## config.mk

```make
export PLATFORM = sky130hd
export DESIGN_NAME = hth_cell
export DESIGN_NICKNAME = d
export VERILOG_FILES = /design/src/rtl/hth_pkg.sv /design/src/rtl/hth_cell.sv
export SDC_FILE = /design/constraint.sdc
export NUM_CORES = 1
export LEC_CHECK = 0
export ABC_CLOCK_PERIOD_IN_PS = 20300
export BUFFER_PORTS_ARGS = -buffer_cell sky130_fd_sc_hd__buf_2
export CORE_ASPECT_RATIO = 0.6
export CORE_MARGIN = 2
export CORE_UTILIZATION = 41
export CTS_CLUSTER_DIAMETER = 30
export DETAILED_ROUTE_END_ITERATION = 8
export RECOVER_POWER = 100
export SETUP_SLACK_MARGIN = 0.5
export SLEW_MARGIN = 30
export SYNTH_ARGS = -nofsm -noshare
export SYNTH_HDL_FRONTEND = slang
export SYNTH_SLANG_ARGS = --single-unit
```

## constraint.sdc

```tcl
create_clock -name clk -period 20.3 [get_ports clk]
set_input_delay 2.03 -clock clk [delete_from_list [all_inputs] [get_ports clk]]
set_output_delay 2.03 -clock clk [all_outputs]
set_load 0.1 [all_outputs]
```

## src/rtl/hth_pkg.sv

```systemverilog
`default_nettype none
// ----------------------------------------------------------------------------
// hth_pkg: shared types and constants of the terrain height lookup
// Field widths, config register codes, stage types and the shared
// one-bit restoring division step.
// ----------------------------------------------------------------------------
package hth_pkg;

	localparam int MAX_VERTICES = 16384;
	localparam int ADDR_W       = $clog2(MAX_VERTICES);

	localparam int H_W    = 24;              // Q16.8 height
	localparam int POS_W  = 23;              // Q15.8 position
	localparam int IDX_W  = 14;              // vertex index field
	localparam int CFG_W  = 8;               // config register width
	localparam int FRAC_W = 8;               // fraction bits
	localparam int CELL_W = POS_W - FRAC_W;  // integer part of a position
	localparam int OFS_W  = CFG_W + FRAC_W;  // in-cell offset, 0..L-1
	localparam int FAR_W  = 2 * CFG_W + 1;   // row * cols + col + cols + 1

	localparam int IN_BITS   = IDX_W + H_W + 2 * POS_W;
	localparam int IN_TDATA_W = ((IN_BITS + 7) / 8) * 8;

	// interpolation arithmetic
	localparam int PROD_W = (H_W + 1) + (OFS_W + 1);
	localparam int NUM_W  = PROD_W + 1;
	localparam int DIV_W  = NUM_W - FRAC_W - 1;
	localparam int SUM_W  = DIV_W + 2;
	localparam int IP_STG = DIV_W + 4;       // s1, s2, s3, divide, output

	localparam logic REQ_LOAD  = 1'b0;
	localparam logic REQ_QUERY = 1'b1;

	localparam logic [1:0] CFG_COLS    = 2'd0;
	localparam logic [1:0] CFG_ROWS    = 2'd1;
	localparam logic [1:0] CFG_SPACING = 2'd2;

	typedef enum logic [1:0] {
		PH_BASE,
		PH_SIDE_A,
		PH_SIDE_B
	} seq_phase_t;

	typedef struct packed {
		logic [CFG_W-1:0] cols;
		logic [CFG_W-1:0] rows;
		logic [CFG_W-1:0] spacing;   // never zero
	} cfg_t;

	typedef struct packed {
		logic                    req;
		logic [IDX_W-1:0]        idx;
		logic signed [H_W-1:0]   hgt;
		logic [POS_W-1:0]        px;
		logic [POS_W-1:0]        pz;
	} req_item_t;

	typedef struct packed {
		logic                    req;
		logic [IDX_W-1:0]        idx;
		logic signed [H_W-1:0]   hgt;
		logic [FRAC_W-1:0]       xlo;
		logic [FRAC_W-1:0]       zlo;
		logic [CELL_W-1:0]       xq;   // dividend shifting out, quotient in
		logic [CELL_W-1:0]       zq;
		logic [CFG_W-1:0]        xr;
		logic [CFG_W-1:0]        zr;
	} cell_stage_t;

	typedef struct packed {
		logic                    req;
		logic [IDX_W-1:0]        idx;
		logic signed [H_W-1:0]   hgt;
		logic [CELL_W-1:0]       col;
		logic [CELL_W-1:0]       row;
		logic [OFS_W-1:0]        fx;
		logic [OFS_W-1:0]        fz;
	} cell_item_t;

	typedef struct packed {
		logic                    req;
		logic [IDX_W-1:0]        idx;
		logic signed [H_W-1:0]   hgt;
		logic                    off;
		logic [ADDR_W-1:0]       a_base;
		logic [ADDR_W-1:0]       a_a;
		logic [ADDR_W-1:0]       a_b;
		logic [OFS_W-1:0]        u;
		logic [OFS_W-1:0]        v;
	} prep_t;

	typedef struct packed {
		logic                    off;
		logic signed [H_W-1:0]   base;
		logic signed [H_W-1:0]   ha;
		logic signed [H_W-1:0]   hb;
		logic [OFS_W-1:0]        u;
		logic [OFS_W-1:0]        v;
	} interp_item_t;

	typedef struct packed {
		logic                    off;
		logic signed [H_W-1:0]   base;
		logic                    neg;
		logic [DIV_W-1:0]        dq;
		logic [CFG_W-1:0]        rem;
	} div_stage_t;

	// one restoring step: returns {quotient bit, new remainder}
	function automatic logic [CFG_W:0] div_step(input logic [CFG_W-1:0] rem,
		input logic nb, input logic [CFG_W-1:0] dsr);
		logic [CFG_W:0] w;
		logic [CFG_W:0] diff;
		w    = {rem, nb};
		diff = w - {1'b0, dsr};
		if (w >= {1'b0, dsr}) begin
			return {1'b1, diff[CFG_W-1:0]};
		end
		return {1'b0, w[CFG_W-1:0]};
	endfunction

endpackage
`default_nettype wire

```

## src/rtl/hth_cell.sv

```systemverilog
`default_nettype none
// ----------------------------------------------------------------------------
// hth_cell: cell locator
// Pipelined restoring dividers split x and z into cell index and in-cell
// offset, one quotient bit per stage. Loads ride along to keep order.
// ----------------------------------------------------------------------------
module hth_cell import hth_pkg::*; (
	input  logic       clk,
	input  logic       arst_n,
	input  cfg_t       cfg,
	input  logic       in_valid,
	output logic       in_ready,
	input  req_item_t  in_item,
	output logic       out_valid,
	input  logic       out_ready,
	output cell_item_t out_item
);

	cell_stage_t       stg_q [CELL_W];
	logic [CELL_W-1:0] vld_q;
	logic [CELL_W-1:0] vin;
	logic [CELL_W:0]   rdy;
	cell_stage_t       head;

	assign rdy[CELL_W] = out_ready;
	assign vin         = {vld_q[CELL_W-2:0], in_valid};
	assign in_ready    = rdy[0];

	// a stage may load when the output is ready or any stage at or after it holds a bubble
	for (genvar g = 0; g < CELL_W; g++) begin : g_rdy
		assign rdy[g] = rdy[CELL_W] | ~(&vld_q[CELL_W-1:g]);
	end

	always_comb begin
		head     = '0;
		head.req = in_item.req;
		head.idx = in_item.idx;
		head.hgt = in_item.hgt;
		head.xlo = in_item.px[FRAC_W-1:0];
		head.zlo = in_item.pz[FRAC_W-1:0];
		head.xq  = in_item.px[POS_W-1:FRAC_W];
		head.zq  = in_item.pz[POS_W-1:FRAC_W];
	end

	always_ff @(posedge clk or negedge arst_n) begin
		if (!arst_n) begin
			vld_q <= '0;
		end else begin
			for (int i = 0; i < CELL_W; i++) begin
				if (rdy[i]) begin
					vld_q[i] <= vin[i];
				end
			end
		end
	end

	for (genvar g = 0; g < CELL_W; g++) begin : g_stage
		cell_stage_t    src;
		cell_stage_t    nxt;
		logic [CFG_W:0] sx;
		logic [CFG_W:0] sz;

		if (g == 0) begin : g_src
			assign src = head;
		end else begin : g_src
			assign src = stg_q[g-1];
		end

		always_comb begin
			sx     = div_step(src.xr, src.xq[CELL_W-1], cfg.spacing);
			sz     = div_step(src.zr, src.zq[CELL_W-1], cfg.spacing);
			nxt    = src;
			nxt.xq = {src.xq[CELL_W-2:0], sx[CFG_W]};
			nxt.xr = sx[CFG_W-1:0];
			nxt.zq = {src.zq[CELL_W-2:0], sz[CFG_W]};
			nxt.zr = sz[CFG_W-1:0];
		end

		always_ff @(posedge clk) begin
			if (rdy[g] && vin[g]) begin
				stg_q[g] <= nxt;
			end
		end
	end

	assign out_valid    = vld_q[CELL_W-1];
	assign out_item.req = stg_q[CELL_W-1].req;
	assign out_item.idx = stg_q[CELL_W-1].idx;
	assign out_item.hgt = stg_q[CELL_W-1].hgt;
	assign out_item.col = stg_q[CELL_W-1].xq;
	assign out_item.row = stg_q[CELL_W-1].zq;
	assign out_item.fx  = {stg_q[CELL_W-1].xr, stg_q[CELL_W-1].xlo};
	assign out_item.fz  = {stg_q[CELL_W-1].zr, stg_q[CELL_W-1].zlo};

endmodule
`default_nettype wire

```

; After elaboration in Yosys (flattened, before gate mapping)
; Memory sizes are Yosys's and may differ from the RTL's.
; Cells that the tools add are included.
[word_totals]
register_bits = 15
ramBits = 1515
inputBits = 113
mem_count = 1
[classes]
n_addsub = 30
order_cmp = 30
mux = 120
n_bitwise = 30
reduce_logical = 29
[memory_table]
columns = name, depth, word_bits, read_ports, rd_clocked_by_memory_dff, wr, line_no
row1 = stg_q, 15, 101, 15, 0, 15, hth_cell.sv:19  ; cell_stage_t stg_q [CELL_W];
[op_table]
columns = operator, n
row1 = $mux 9, 60
row2 = $ge 9x8->1, 28
row3 = $sub 8x8->8, 28
row4 = $mux 1, 60
row5 = $ge 1x8->1, 2
row6 = $sub 1x8->8, 2
row7 = $logic_and 1x1->1, 15
row8 = $not 1->1, 15
row9 = $or 1x1->1, 15
row10 = $reduce_and 15->1, 1
row11 = $reduce_and 14->1, 1
row12 = $reduce_and 13->1, 1
row13 = $reduce_and 12->1, 1
row14 = $reduce_and 11->1, 1
row15 = $reduce_and 10->1, 1
row16 = $reduce_and 9->1, 1
row17 = $reduce_and 8->1, 1
row18 = $reduce_and 7->1, 1
row19 = $reduce_and 6->1, 1
row20 = $reduce_and 5->1, 1
row21 = $reduce_and 4->1, 1
row22 = $reduce_and 3->1, 1
row23 = $reduce_and 2->1, 1

; Depth between registers and ports, before layout
[depth]
ltp_word = 6
ltp_mapped = 9
ltp_nobuf = 9

; Worst setup path before layout
; OpenSTA, ideal clock, no wires.
[synth_timing]
path_kind = input to register
start = in out_ready
end = mem stg_q[0][404] (netlist name) (enable)
setup_time_ps = 715
arrival_time_ps = 10102
path_slack_ps = 9483
path_stages = 6
path_cell_list = and4b_1 -> nand4_1 -> nor2_1 -> and3_1 -> buf_2 -> a21boi_0
[synth_lines]
columns = element, line_no
row1 = from (decl), hth_cell.sv:15  ; input logic out_ready,
row2 = to (decl), hth_cell.sv:19

==> results.cfg <==
[outcome]
status = finished with violations
failed_checks = capacitance limit, slew limit

[hold_path]
min_path_cells = 0
hold_path_startpoint = stg_q[1][219]$_DFFE_PP_
hold_path_class = reg2reg

[cts]
cts_tree = yes
cts-hold-fix-buffers = 0
clk_latency_ns = 0.82
cts_sinks = 1530
ctsRootBufferMaster = clkbuf_16
cts_made_buffers = 212
post_cts_buffers = 0
clk_path_buf_depth = 3
post_cts_resize_count = 0
cts_max_level = 4
path_clk_slew_ns = 0.06

[synthesis]
synth_flop_cell = edfxtp_1
synth_area_um2 = 58020
syn_nets = 3612
synth_compound_area_frac = 0.05749
synth.distinct_cells = 45
synth_edf_count = 1515
synth_simple_gate_area_frac = 0.04045
ys_seq_area_frac = 0.7905
synthAdderAreaFrac = 0.05883
synth_warnings = 0
synthArstFlopShare = 0.009804
synth.ff_latch_count = 1530
synth_cells = 3243
yosys.area_share.xor_xnor = 0.01796
synth_area_per_cell_um2 = 17.89
synth_top_family_by_area = adder cells
muxShareOfSynthArea = 0.02560

[job]
drv_cap = 33

[global_routing]
grt.overflow.total = 0
grt_pass1_vias = 28120
grt_max_degree = 67
grt_usage = 0.1475
grt_pass1_wl_um = 162300
antenna_found_initial = 0

[placed_design]
io_buffers = 199
place_area_um2 = 61640
gp_congestion = 0.8357
dpl.hpwl_um = 62810

[timing]
setup_viol = 0
tns_ns = 0
slew_violations = 1562
fin_skew_ns = 0.04908
rsz0062_at_grt = no
slew_headroom = -1.951
worstMarginPinSlew_ns = 4.426
hold_viol_final = 0
holdWs_ns = 0.3866
fin_crit_ns = 8.843
fmax_mhz = 113.1
period_share = 0.4356

[layout]
multiInputGateArea_um2 = 11630
final_area_um2 = 68810
area_growth_pct = 18.58
post-route-util = 0.4917
n_fill_cell = 11510
register_area_um2 = 45870
drive_above_1_share = 0.1427
n_antenna_cell = 0
fin_nets = 4035

[critical_path]
worstPathRequired_ns = 20.61
crit_type = in2reg
r2r-start = vld_q[13]$_DFFE_PN0N_
cp_max_fo = 52
startpoint = out_ready
worst_setup_path_end_kind = flip-flop
rrSetupSlack_ns = 12.37
arrival_ns = 9.15
reg2reg_depth = 7
start_kind = primary input

[detailed_routing]
route.detailed.drc = 0
totalWireLength_um = 105600
dr.first_iter.drc_count = 1851
vias_per_cell = 4.840
routedWlPerCell_um = 18.39
dr.pass1.iters = 5
drtAntennaViolNets = 0
vias = 27800

[floorplan]
die_y_um = 295.4
rows = 106
start_util = 0.4147
io_pins = 216
core-area_um2 = 139900
die_area_um2 = 144600
fp.dieW_um = 489.7

[power_and_ir_drop]
power_density_nw_per_um2 = 153.7
ir_worst_vdd_mv = 0.1219
p_leak_nw = 24.83
final timing paths:
kind	to
hold reg to reg	stg_q[1][321]$_DFFE_PP_
hold / removal	stg_q[1][321]$_DFFE_PP_
setup reg to reg	stg_q[0][197]$_DFFE_PP_
max in group asynchronous	vld_q[12]$_DFFE_PN0N_
setup / recovery	stg_q[0][197]$_DFFE_PP_
min in group asynchronous	vld_q[14]$_DFFE_PN0N_
flip-flops by register name, summed over array words and instances (netlist names):
name and count:
stg_q 1515, vld_q 15
stage by stage:
step | power (mW) | worst slack, ns | std cells
2_1_floorplan | 6.374 | 9.483 | 3243
3_3_place_gp | 6.847 | 14.13 | 5341
3_5_place_dp | 6.894 | 14.05 | 5341
4_1_cts | 10.71 | 14.05 | 5742
5_1_grt | 11.14 | 10.72 | 5743
6_report | 10.58 | 11.46 | 5743
cells in the final DEF (no fill, tap or decap), types with 37 or more instances in the layout:
master / count
edfxtp_1: 1515
o21ai_0: 240
ha_1: 228
clkbuf_16: 215
clkbuf_1: 171
a21oi_1: 169
nand2_1: 146
nor2_1: 117
inv_1: 108
mux2_2: 78
xnor2_1: 71
buf_2: 67
nor2b_1: 54
a21o_1: 53
xor2_1: 48
nor3_1: 39
mux2i_1: 37
cell usage after synthesis, drive strengths merged (2+ instances only):
library cell  number  area share
nand2            146      0.0094
o31a              11      0.0017
or4                9      0.0012
a211o             12      0.0018
o21bai            32      0.0041
nand4              7     0.00075
edfxtp          1515        0.78
and3              32      0.0035
and2              12      0.0013
dfrtp             15      0.0065
a21boi             8      0.0010
ha               228       0.049
nor4               6     0.00065
a31oi             16      0.0017
nand2b            26      0.0028
clkbuf            12     0.00078
xor2              48      0.0072
mux2              99       0.019
a211oi             5     0.00065
o211ai             2     0.00026
a21oi            171       0.015
nor3              39      0.0034
mux2i             37      0.0064
xnor2             71       0.011
inv              108      0.0070
nand3             34      0.0029
nor2b             56      0.0060
buf               16      0.0014
nand3b             2     0.00026
o21ai            240       0.021
or2                4     0.00043
a2bb2oi            2     0.00030
nor2             117      0.0076
o21a              17      0.0022
fa                28      0.0097
a31o               2     0.00030
a21o              55      0.0072
power by group:
group / total, mW / leakage (nW) / internal [mW] / switching (mW)
combinational: 2.21 / 6.25 / 0.734 / 1.47
sequential: 4.61 / 14.9 / 4.39 / 0.219
clock: 3.76 / 3.64 / 2.25 / 1.51
final cells by class:
type	instances	share of cell area
flip-flops and latches	1530	0.6666
multi-input cells	1577	0.1690
clock buffers	226	0.07879
well taps	1890	0.03437
clock inverters	175	0.03062
repair buffers	237	0.01469
inverters	108	0.005892
critical path, cell delays in order:
cell,delay (ns)
clkbuf_1,0.12
and4b_1,0.28
nand4_1,0.18
nor2_1,0.10
and3_1,0.33
nand3_1,0.16
and2_0,2.68
clkbuf_1,3.16
routing by layer:
metal / global-route usage / up-vias / share of wire
li1: - / 13480 / -
met1: 0.2118 / 13600 / 0.49
met2: 0.2244 / 535 / 0.45
met3: 0.03249 / 186 / 0.043
met4: 0.04667 / 0 / 0.022
met5: 0 / - / 0
kinds of logic after synthesis:
group | after synthesis
muxes | 136
and+or+nand+nor | 492
DFF | 1530
buffers and inverters | 136
adders and majority gates | 256
AOI/OAI and AO/OA | 574
xor gates and xnor gates | 119
(Power assumes the default switching activity.)
